==> src/sv/qdd_pkg.sv <==
// ----------------------------------------------------------------------------
// qdd_pkg
// shared types and constants for the q4 block dequantize dot product
// ----------------------------------------------------------------------------
`default_nettype none

package qdd_pkg;

	// activation width that counts (low bits of each activation field)
	localparam int ACT_W = 16;

	// q4 weight decoding
	localparam logic [3:0] NIBBLE_MASK = 4'hF;
	localparam logic signed [4:0] ZERO_POINT = 5'sd8;

	// ieee half fields
	localparam logic [4:0] HALF_EXP_MASK = 5'h1F;
	localparam logic [9:0] HALF_MANT_MASK = 10'h3FF;
	localparam logic [10:0] HALF_HIDDEN = 11'h400;
	localparam int BLOCK_WEIGHTS = 32;

	// datapath widths
	localparam int SIG_W = 11;
	localparam int SHIFT_W = 5;
	localparam int S_W = ACT_W + 5;
	localparam int P_W = S_W + SIG_W + 1;
	localparam int SH_W = (P_W + 29 > 65) ? P_W + 29 : 65;
	localparam int ACC_W = 64;

	localparam logic [ACC_W-1:0] S64_MAX = {1'b0, {(ACC_W-1){1'b1}}};
	localparam logic [ACC_W-1:0] S64_MIN = {1'b1, {(ACC_W-1){1'b0}}};

	typedef struct packed {
		logic [7:0] weight_pair;
		logic signed [15:0] act_low;
		logic signed [15:0] act_high;
		logic [15:0] block_scale;
		logic last_in_row;
	} item_t;

	typedef struct packed {
		logic signed [63:0] dot_value;
		logic saturated;
		logic bad_scale;
	} result_t;

	typedef enum logic [1:0] {
		ST_IDLE,
		ST_MUL,
		ST_ALIGN,
		ST_ACCUM
	} state_t;

	typedef struct packed {
		logic load_s1;
		logic load_s2;
		logic load_s3;
		logic commit;
	} ctrl_cmd_t;

	typedef struct packed {
		logic last_s3;
	} ctrl_status_t;

endpackage

`default_nettype wire

==> src/sv/q4_block_dequant_dot_product.sv <==
// ----------------------------------------------------------------------------
// q4_block_dequant_dot_product
// q4 weight dequantize and dot product with an exact 64-bit accumulator
// ----------------------------------------------------------------------------
// usage
//   item channel: one transaction per packed weight byte, carrying two q4
//   weights (zero point 8), the two q7.8 activations paired with them, the raw
//   fp16 block scale and a last-in-row mark
//   result channel: one transaction per row, raised by the byte marked last;
//   dot_value is in units of 2^-32, saturated and bad_scale are sticky flags
//   over the row
// timing
//   each item goes through these steps: the accept cycle (nibble products), the
//   scale multiply, the exponent shift and clamp, and the accumulator add; the
//   controller walks one item through these steps, so item_ready is high only
//   in the idle step and no new item is taken before the last one's add
//   a result appears in the cycle after the last item's add
// reset
//   arst_n clears the accumulator, both flags and the controller; no result
//   is pending after reset
// stalls
//   the result sits in its own register, so the next row's items are taken
//   while it waits; only a second last item waits at the add step until the
//   pending result is taken
// ----------------------------------------------------------------------------
`default_nettype none

module q4_block_dequant_dot_product
	import qdd_pkg::*;
(
	input wire logic clk,
	input wire logic arst_n,
	input wire logic item_valid,
	output logic item_ready,
	input wire item_t item,
	output logic result_valid,
	input wire logic result_ready,
	output result_t result
);

	// command and status between controller and datapath
	ctrl_cmd_t cmd;
	ctrl_status_t status;

	qdd_ctrl u_ctrl (
		.clk (clk),
		.arst_n (arst_n),
		.item_valid (item_valid),
		.item_ready (item_ready),
		.result_valid (result_valid),
		.result_ready (result_ready),
		.status (status),
		.cmd (cmd)
	);

	qdd_datapath u_datapath (
		.clk (clk),
		.arst_n (arst_n),
		.item (item),
		.cmd (cmd),
		.status (status),
		.result (result)
	);

endmodule

`default_nettype wire

==> src/sv/qdd_datapath.sv <==
// ----------------------------------------------------------------------------
// qdd_datapath
// nibble products, scale multiply, exponent alignment and saturating accumulate
// ----------------------------------------------------------------------------
`default_nettype none

module qdd_datapath
	import qdd_pkg::*;
(
	input wire logic clk,
	input wire logic arst_n,
	input wire item_t item,
	input wire ctrl_cmd_t cmd,
	output ctrl_status_t status,
	output result_t result
);

	// stage 1: nibble products and scale decode
	logic signed [4:0] q_lo, q_hi;
	logic signed [ACT_W-1:0] a_lo, a_hi;
	logic signed [S_W-1:0] sum_c;
	logic [4:0] exp_c;
	logic [9:0] mant_c;

	logic signed [S_W-1:0] sum_s1;
	logic [SIG_W-1:0] sig_s1;
	logic [SHIFT_W-1:0] shift_s1;
	logic sign_s1, bad_s1, last_s1;

	assign q_lo = $signed({1'b0, item.weight_pair[3:0] & NIBBLE_MASK}) - ZERO_POINT;
	assign q_hi = $signed({1'b0, item.weight_pair[7:4] & NIBBLE_MASK}) - ZERO_POINT;
	assign a_lo = item.act_low[ACT_W-1:0];
	assign a_hi = item.act_high[ACT_W-1:0];
	assign sum_c = S_W'(q_lo) * S_W'(a_lo) + S_W'(q_hi) * S_W'(a_hi);
	assign exp_c = item.block_scale[14:10] & HALF_EXP_MASK;
	assign mant_c = item.block_scale[9:0] & HALF_MANT_MASK;

	always_ff @(posedge clk) begin
		if (cmd.load_s1) begin
			sum_s1 <= sum_c;
			sig_s1 <= (exp_c != '0) ? (HALF_HIDDEN + SIG_W'(mant_c)) : SIG_W'(mant_c);
			shift_s1 <= (exp_c != '0) ? exp_c - 5'd1 : '0;
			sign_s1 <= item.block_scale[15];
			bad_s1 <= (exp_c == HALF_EXP_MASK);
			last_s1 <= item.last_in_row;
		end
	end

	// stage 2: times the half significand
	logic signed [P_W-1:0] prod_s2;
	logic [SHIFT_W-1:0] shift_s2;
	logic sign_s2, bad_s2, last_s2;

	always_ff @(posedge clk) begin
		if (cmd.load_s2) begin
			prod_s2 <= P_W'(sum_s1) * $signed({1'b0, sig_s1});
			shift_s2 <= shift_s1;
			sign_s2 <= sign_s1;
			bad_s2 <= bad_s1;
			last_s2 <= last_s1;
		end
	end

	// stage 3: magnitude, exponent shift and clamp to 64 bits
	logic neg_c, over_c;
	logic [P_W-1:0] mag_c;
	logic [SH_W-1:0] shifted_c;
	logic [ACC_W-1:0] lo_c, term_c;

	logic [ACC_W-1:0] term_s3;
	logic clip_s3, fault_s3, last_s3;

	assign neg_c = prod_s2[P_W-1] ^ sign_s2;
	assign mag_c = prod_s2[P_W-1] ? P_W'(-prod_s2) : P_W'(prod_s2);
	assign shifted_c = SH_W'(mag_c) << shift_s2;
	assign lo_c = shifted_c[ACC_W-1:0];
	// only minus 2^63 may use the top bit
	assign over_c = (|shifted_c[SH_W-1:ACC_W])
		|| (lo_c[ACC_W-1] && !(neg_c && lo_c[ACC_W-2:0] == '0));

	always_comb begin
		if (bad_s2) begin
			term_c = '0;
		end else if (over_c) begin
			term_c = neg_c ? S64_MIN : S64_MAX;
		end else begin
			term_c = neg_c ? ACC_W'(-lo_c) : lo_c;
		end
	end

	always_ff @(posedge clk) begin
		if (cmd.load_s3) begin
			term_s3 <= term_c;
			clip_s3 <= over_c && !bad_s2;
			fault_s3 <= bad_s2;
			last_s3 <= last_s2;
		end
	end

	assign status.last_s3 = last_s3;

	// accumulate
	logic [ACC_W-1:0] acc_q, sum_a, acc_next;
	logic clip_q, fault_q, ovf;

	assign sum_a = acc_q + term_s3;
	assign ovf = (acc_q[ACC_W-1] == term_s3[ACC_W-1]) && (sum_a[ACC_W-1] != acc_q[ACC_W-1]);
	assign acc_next = ovf ? (acc_q[ACC_W-1] ? S64_MIN : S64_MAX) : sum_a;

	always_ff @(posedge clk or negedge arst_n) begin
		if (!arst_n) begin
			acc_q <= '0;
			clip_q <= 1'b0;
			fault_q <= 1'b0;
		end else if (cmd.commit) begin
			if (last_s3) begin
				acc_q <= '0;
				clip_q <= 1'b0;
				fault_q <= 1'b0;
			end else begin
				acc_q <= acc_next;
				clip_q <= clip_q | clip_s3 | ovf;
				fault_q <= fault_q | fault_s3;
			end
		end
	end

	// result register
	result_t result_q;

	always_ff @(posedge clk) begin
		if (cmd.commit && last_s3) begin
			result_q.dot_value <= $signed(acc_next);
			result_q.saturated <= clip_q | clip_s3 | ovf;
			result_q.bad_scale <= fault_q | fault_s3;
		end
	end

	assign result = result_q;

endmodule

`default_nettype wire

==> src/sv/qdd_ctrl.sv <==
// ----------------------------------------------------------------------------
// qdd_ctrl
// sequences one transaction through the datapath and owns both handshakes
// ----------------------------------------------------------------------------
`default_nettype none

module qdd_ctrl
	import qdd_pkg::*;
(
	input wire logic clk,
	input wire logic arst_n,
	input wire logic item_valid,
	output logic item_ready,
	output logic result_valid,
	input wire logic result_ready,
	input wire ctrl_status_t status,
	output ctrl_cmd_t cmd
);

	state_t state_q, state_d;
	logic out_valid_q;
	logic out_free;

	// result register can take a new value this cycle
	assign out_free = !out_valid_q || result_ready;

	always_ff @(posedge clk or negedge arst_n) begin
		if (!arst_n) begin
			state_q <= ST_IDLE;
		end else begin
			state_q <= state_d;
		end
	end

	always_comb begin
		state_d = state_q;
		cmd = '0;
		item_ready = 1'b0;
		unique case (state_q)
			ST_IDLE: begin
				item_ready = 1'b1;
				if (item_valid) begin
					cmd.load_s1 = 1'b1;
					state_d = ST_MUL;
				end
			end
			ST_MUL: begin
				cmd.load_s2 = 1'b1;
				state_d = ST_ALIGN;
			end
			ST_ALIGN: begin
				cmd.load_s3 = 1'b1;
				state_d = ST_ACCUM;
			end
			ST_ACCUM: begin
				if (!status.last_s3 || out_free) begin
					cmd.commit = 1'b1;
					state_d = ST_IDLE;
				end
			end
			default: begin
				state_d = ST_IDLE;
			end
		endcase
	end

	always_ff @(posedge clk or negedge arst_n) begin
		if (!arst_n) begin
			out_valid_q <= 1'b0;
		end else if (cmd.commit && status.last_s3) begin
			out_valid_q <= 1'b1;
		end else if (result_ready) begin
			out_valid_q <= 1'b0;
		end
	end

	assign result_valid = out_valid_q;

	// a finished dot product never overwrites one still waiting
	assert property (@(posedge clk) disable iff (!arst_n)
		cmd.commit && status.last_s3 |-> !out_valid_q || result_ready)
		else $error("result overwritten while pending");

	assert property (@(posedge clk) disable iff (!arst_n)
		item_valid && item_ready |=> state_q == ST_MUL)
		else $error("accepted transaction not started");

	assert property (@(posedge clk) disable iff (!arst_n)
		$onehot0({cmd.load_s1, cmd.load_s2, cmd.load_s3, cmd.commit}))
		else $error("more than one datapath step at once");

	assert property (@(posedge clk) disable iff (!arst_n)
		$rose(out_valid_q) |-> $past(cmd.commit && status.last_s3))
		else $error("result shown without a final commit");

endmodule

`default_nettype wire
==> config.mk <==
export PLATFORM = sky130hd
export DESIGN_NAME = q4_block_dequant_dot_product
export DESIGN_NICKNAME = d
export VERILOG_FILES = /design/src/sv/qdd_pkg.sv /design/src/sv/q4_block_dequant_dot_product.sv /design/src/sv/qdd_datapath.sv /design/src/sv/qdd_ctrl.sv
export SDC_FILE = /design/constraint.sdc
export NUM_CORES = 2
export LEC_CHECK = 0
export BUFFER_PORTS_ARGS = -buffer_cell sky130_fd_sc_hd__buf_4
export CAP_MARGIN = 10
export CORE_ASPECT_RATIO = 0.75
export CORE_MARGIN = 1.5
export CORE_UTILIZATION = 65
export CTS_CLUSTER_SIZE = 40
export DETAILED_ROUTE_END_ITERATION = 7
export PLACE_DENSITY_LB_ADDON = 0.05
export SYNTH_ARGS = -nofsm -noshare
export SYNTH_HDL_FRONTEND = slang
export SYNTH_SLANG_ARGS = --single-unit
export TNS_END_PERCENT = 5
==> constraint.sdc <==
create_clock -name clk -period 10.2 [get_ports clk]
set_input_delay 2.04 -clock clk [delete_from_list [all_inputs] [get_ports clk]]
set_output_delay 2.04 -clock clk [all_outputs]
set_load 0.05 [all_outputs]
# Word-level counts from Yosys, hierarchy flattened
# Cells that the tools add are included.
[word_totals] reg_bits=283
[classes] n_addsub=8 multipliers=3 eq_ne=8 shift=1 muxes=22 bitwise_logic=4 reduce_logical=17
[ops] op="64-bit two-way mux" n=6
[ops] op="33-bit by 5-bit left shift with 65-bit output" n=1
[ops] op="64-bit adder" n=1
[ops] op="64-bit negation" n=1
[ops] op="63-bit logical NOT" n=1
[ops] op="5-bit by 16-bit multiplier with 21-bit output" n=2
[ops] op="21-bit by 12-bit multiplier with 33-bit output" n=1
[ops] op="33-bit two-way mux" n=1
[ops] op="33-bit negation" n=1
[ops] op="21-bit adder" n=1
[ops] op="11-bit by 10-bit adder with 11-bit output (first input constant)" n=1
[ops] op="1-bit two-way mux" n=11
[ops] op="10-bit two-way mux" n=1
[ops] op="4-bit by 4-bit subtractor with 5-bit output (second input constant)" n=2
[ops] op="2-bit one-hot mux with 4 select lines" n=1
[ops] op="5-bit equality test (second input constant)" n=1
[ops] op="1-bit logical AND" n=5
[ops] op="5-bit nonzero test" n=1
[ops] op="5-bit by 1-bit subtractor with 5-bit output (second input constant)" n=1
[ops] op="2-bit equality test (second input constant)" n=2
[ops] op="1-bit logical NOT" n=4
[ops] op="2-bit two-way mux" n=2
[ops] op="1-bit logical OR" n=3
[ops] op="1-bit bitwise OR" n=3
[ops] op="9 further kinds" n=9

# Longest topological paths before layout
[depth] word_depth=9 ltp_mapped=27

# By module
# A second synthesis with hierarchy kept.
[unflattened] hier_cells=3841 hier_area_um2=33911.3
[by_module_without_submodules] mod="qdd_datapath" instances=1 cells_per_inst=3823 area_each_um2=33699.8
[by_module_without_submodules] mod="qdd_ctrl" instances=1 cells_per_inst=18 area_each_um2=211.5

# Least setup slack after synthesis
# No wires, ideal clock.
[synth_timing] kind="input-to-reg" from="input port item[52] (netlist name)" to="register u_datapath.sum_s1[19] (data pin)" t_arrival_ns=7.516 path_slack_ns=2.427 cell_stages=24 n_path_buf=2 cell_sequence="clkbuf_1 clkbuf_1 nor2_1 fa_1 inv_1 fa_1 inv_1 fa_1 fa_1 fa_1 ha_1 a21oi_1 o21bai_1 a21oi_1 o21bai_1 a21oi_1 o21bai_1 a21oi_1 o21ai_0 a41oi_1 nor2_1 o21a_1 o41a_1 xor2_1"
[synth_via] elab_chain_len=3
[synth_lines] element="start: declaration" line_no="q4_block_dequant_dot_product.sv:35" rtl="input wire item_t item,"
[synth_lines] element="4-bit by 4-bit subtractor with 5-bit output" line_no="qdd_datapath.sv:30" rtl="assign q_lo = $signed({1'b0, item.weight_pair[3:0] & NIBBLE_MASK}) - ZERO_POINT;"
[synth_lines] element="5-bit by 16-bit multiplier with 21-bit output" line_no="qdd_datapath.sv:34" rtl="assign sum_c = S_W'(q_lo) * S_W'(a_lo) + S_W'(q_hi) * S_W'(a_hi);"
[synth_lines] element="21-bit adder" line_no="qdd_datapath.sv:34"
[synth_lines] element="named net u_datapath.sum_c[19]" line_no="qdd_datapath.sv:21" rtl="logic signed [S_W-1:0] sum_c;"
[synth_lines] element="end signal: assignment" line_no="qdd_datapath.sv:40" rtl="sum_s1 <= sum_c;"
[synth_lines] element="end: declaration" line_no="qdd_datapath.sv:25" rtl="logic signed [S_W-1:0] sum_s1;"
# The timed path passes the listed nets, and every way through them passes these cells.
# A chain may end at the register's enable or synchronous reset.

# Worst setup path in the final report
[layout_timing] from="input port item[52] (netlist name)" to="register u_datapath.sum_s1[20] (data pin)"
# Same word-level chain as after synthesis.

==> qor.yml <==
drv_cap: 0
cp-end-kind: "register"
io_buffers: 128
avgSynthCellArea_um2: 8.76
clk_path_buf_depth: 3
cts_resized: 0
synthCells: 3934
clock-skew-final_ns: 0.0214
grt_use_total: 0.405
grt_max_degree: 67
ys_types: 105
synthTopCellsByCount: "475 x nand2_1, 450 x inv_1, 342 x fa_1, 303 x nor2_1, 214 x edfxtp_1"
synth_area_um2: 34500
ff2ff_path_depth: 14
die_area_um2: 54500
outcome: "complete, no violations"
hold_buffers: 0
clkTransAtPathRegs_ns: 0.07
drv_slew: 0
worstPathMaxFanout: 19
die_y_um: 202
worst_slew_pin_slew_ns: 1.15
final_nets: 4493
period_share: 0.784
synthTopCellsByArea: "fa_1 20%, edfxtp_1 19%, ha_1 7.0%"
max_slew_margin: 0.225
async_flop_share: 0.244
rsz0062_at_grt: "no"
fmax_mhz: 125
cts.sinks: 283
finalSetupViolations: 0
overflow: 0
syn2layout_area_growth_pct: 6.95
yosys.area.top_type: "fa_1"
yosysWarnings: 0
fillers: 3816
viasPerCell: 6.71
antenna_found_initial: 3
cts_setup_buffers: 0
first_pass_iters: 7
drive_gt1_frac: 0.0842
worst_setup_path_start_kind: "input pin"
ios: 129
grt_pass1_vias: 31100
antenna_left: 0
coreArea_um2: 52000
cts_made_buffers: 29
cts_root_buf: "clkbuf_16"
hold_path.class: "reg2reg"
cp.arrival_ns: 8.32
synthFlopType: "edfxtp_1"
syn-num-nets: 4530
core.rowCount: 72
whs_path_depth: 0
path_class: "in2reg"
grt_pass1_wl_um: 172000
synth-seq-cells: 283
period_needed_ns: 8.00
gp_congestion: 1.05
drc: 0
start_util: 0.663
insertion_delay_ns: 0.60
synth_seq_area_share: 0.236
dieWidth_um: 269
vias: 31000
dpl.hpwl_um: 83000
wl_per_cell_um: 23.8
htreeDepth: 1
fin_setup_tns_ns: 0
netlist.area_leader.share: 0.199
first_iter_violations: 4804
cts_tree: "done"
synth_most_common_cell: "nand2_1"
wl_um: 110000
synth_edf_count: 214
timing_hold_violations_final: 0
worstPathRequired_ns: 10.52
-- sequential cells by signal (all words and copies together) (netlist names), 2 cells and up --
signal,count
u_datapath.result,66
u_datapath.acc_q,64
u_datapath.term_s3,64
u_datapath.prod_s2,33
u_datapath.sum_s1,21
u_datapath.sig_s1,11
u_datapath.shift_s1,5
u_datapath.shift_s2,5
u_ctrl.state_q,2
-- critical path, cell delays in order --
cell and delay, ns:
buf_4 0.19, inv_1 0.44, nand2_1 0.13, fa_1 0.53, fa_1 0.46, fa_1 0.57, inv_1 0.05, fa_1 0.46
ha_1 0.34, fa_1 0.43, a21o_1 0.22, a21oi_1 0.28, o21bai_1 0.13, a21oi_1 0.25, o21bai_1 0.10, a21oi_1 0.23
nor2b_1 0.07, o21a_1 0.19, o21ai_0 0.28, a211oi_1 0.16, o21a_1 0.21, o21ai_0 0.25, a21oi_1 0.14, xnor2_1 0.16
-- kinds of logic after synthesis --
kind of cell               count (synthesis)  synth area share
and+or+nand+nor                         1352             0.192
DFF                                      283             0.236
muxes                                     47            0.0163
AOI/OAI and AO/OA                        859             0.168
xor gates and xnor gates                 168            0.0432
adders and majority gates                535             0.269
buffers and inverters                    690            0.0761
-- through the flow --
step | std cells | instance area [um^2] | utilization | hold WS [ns] | setup slack, ns
2_1_floorplan | 3934 | 34500 | - | 0.400 | 2.43
3_3_place_gp | 4568 | 35700 | 0.687 | 0.403 | 2.07
3_5_place_dp | 4568 | 35700 | 0.687 | 0.407 | 1.74
4_1_cts | 4622 | 36900 | 0.709 | 0.422 | 2.25
5_1_grt | 4623 | 36900 | 0.709 | 0.426 | 1.85
6_report | 4624 | 36900 | 0.709 | 0.428 | 2.20
-- layout by cell type (no fill, tap or decap), types with 41 or more instances in the layout --
| master | count |
|---|---|
| nor3_1 | 76 |
| a21o_1 | 59 |
| nor2_1 | 303 |
| o21ai_0 | 187 |
| dfrtp_1 | 69 |
| nor2b_1 | 41 |
| edfxtp_1 | 214 |
| nand3_1 | 47 |
| xnor2_1 | 117 |
| ha_1 | 191 |
| xor2_1 | 48 |
| buf_4 | 168 |
| a21oi_1 | 195 |
| and2_1 | 142 |
| nand2_1 | 474 |
| fa_1 | 342 |
| inv_1 | 449 |
-- cell type report --
| class | instances | area, um^2 | share of cell area |
|---|---|---|---|
| multi-input cells | 2961 | 23700 | 0.644 |
| flip-flops and latches | 283 | 8150 | 0.221 |
| inverters | 454 | 1700 | 0.0462 |
| repair buffers | 168 | 1260 | 0.0342 |
| well taps | 703 | 880 | 0.0239 |
| clock buffers | 35 | 821 | 0.0223 |
| clock inverters | 19 | 310 | 0.00841 |
| diodes | 1 | 2.50 | 0.0000679 |
-- per-layer routing --
| layer | share of wire | up-vias | global-route usage |
|---|---|---|---|
| met5 | 0.00034 | - | 0 |
| met4 | 0.045 | 2 | 0.161 |
| met3 | 0.12 | 389 | 0.0911 |
| met2 | 0.45 | 2187 | 0.623 |
| met1 | 0.39 | 15000 | 0.557 |
| li1 | - | 13400 | - |
-- path summary, 6_finish.rpt --
path                                        start                endpoint  slack, ns
min in group asynchronous                  arst_n    u_datapath.acc_q[46]       1.31
max in group asynchronous                  arst_n     u_ctrl.result_valid       7.81
max reg2reg                u_datapath.prod_s2[16]  u_datapath.term_s3[41]       2.44
max                                      item[52]   u_datapath.sum_s1[20]       2.20
min reg2reg                u_datapath.shift_s1[0]  u_datapath.shift_s2[0]       0.43
min                        u_datapath.shift_s1[0]  u_datapath.shift_s2[0]       0.43
Power is left out: the tool's default activity adds up to more than one toggle a clock period on the data nets, which glitch-free logic cannot reach.
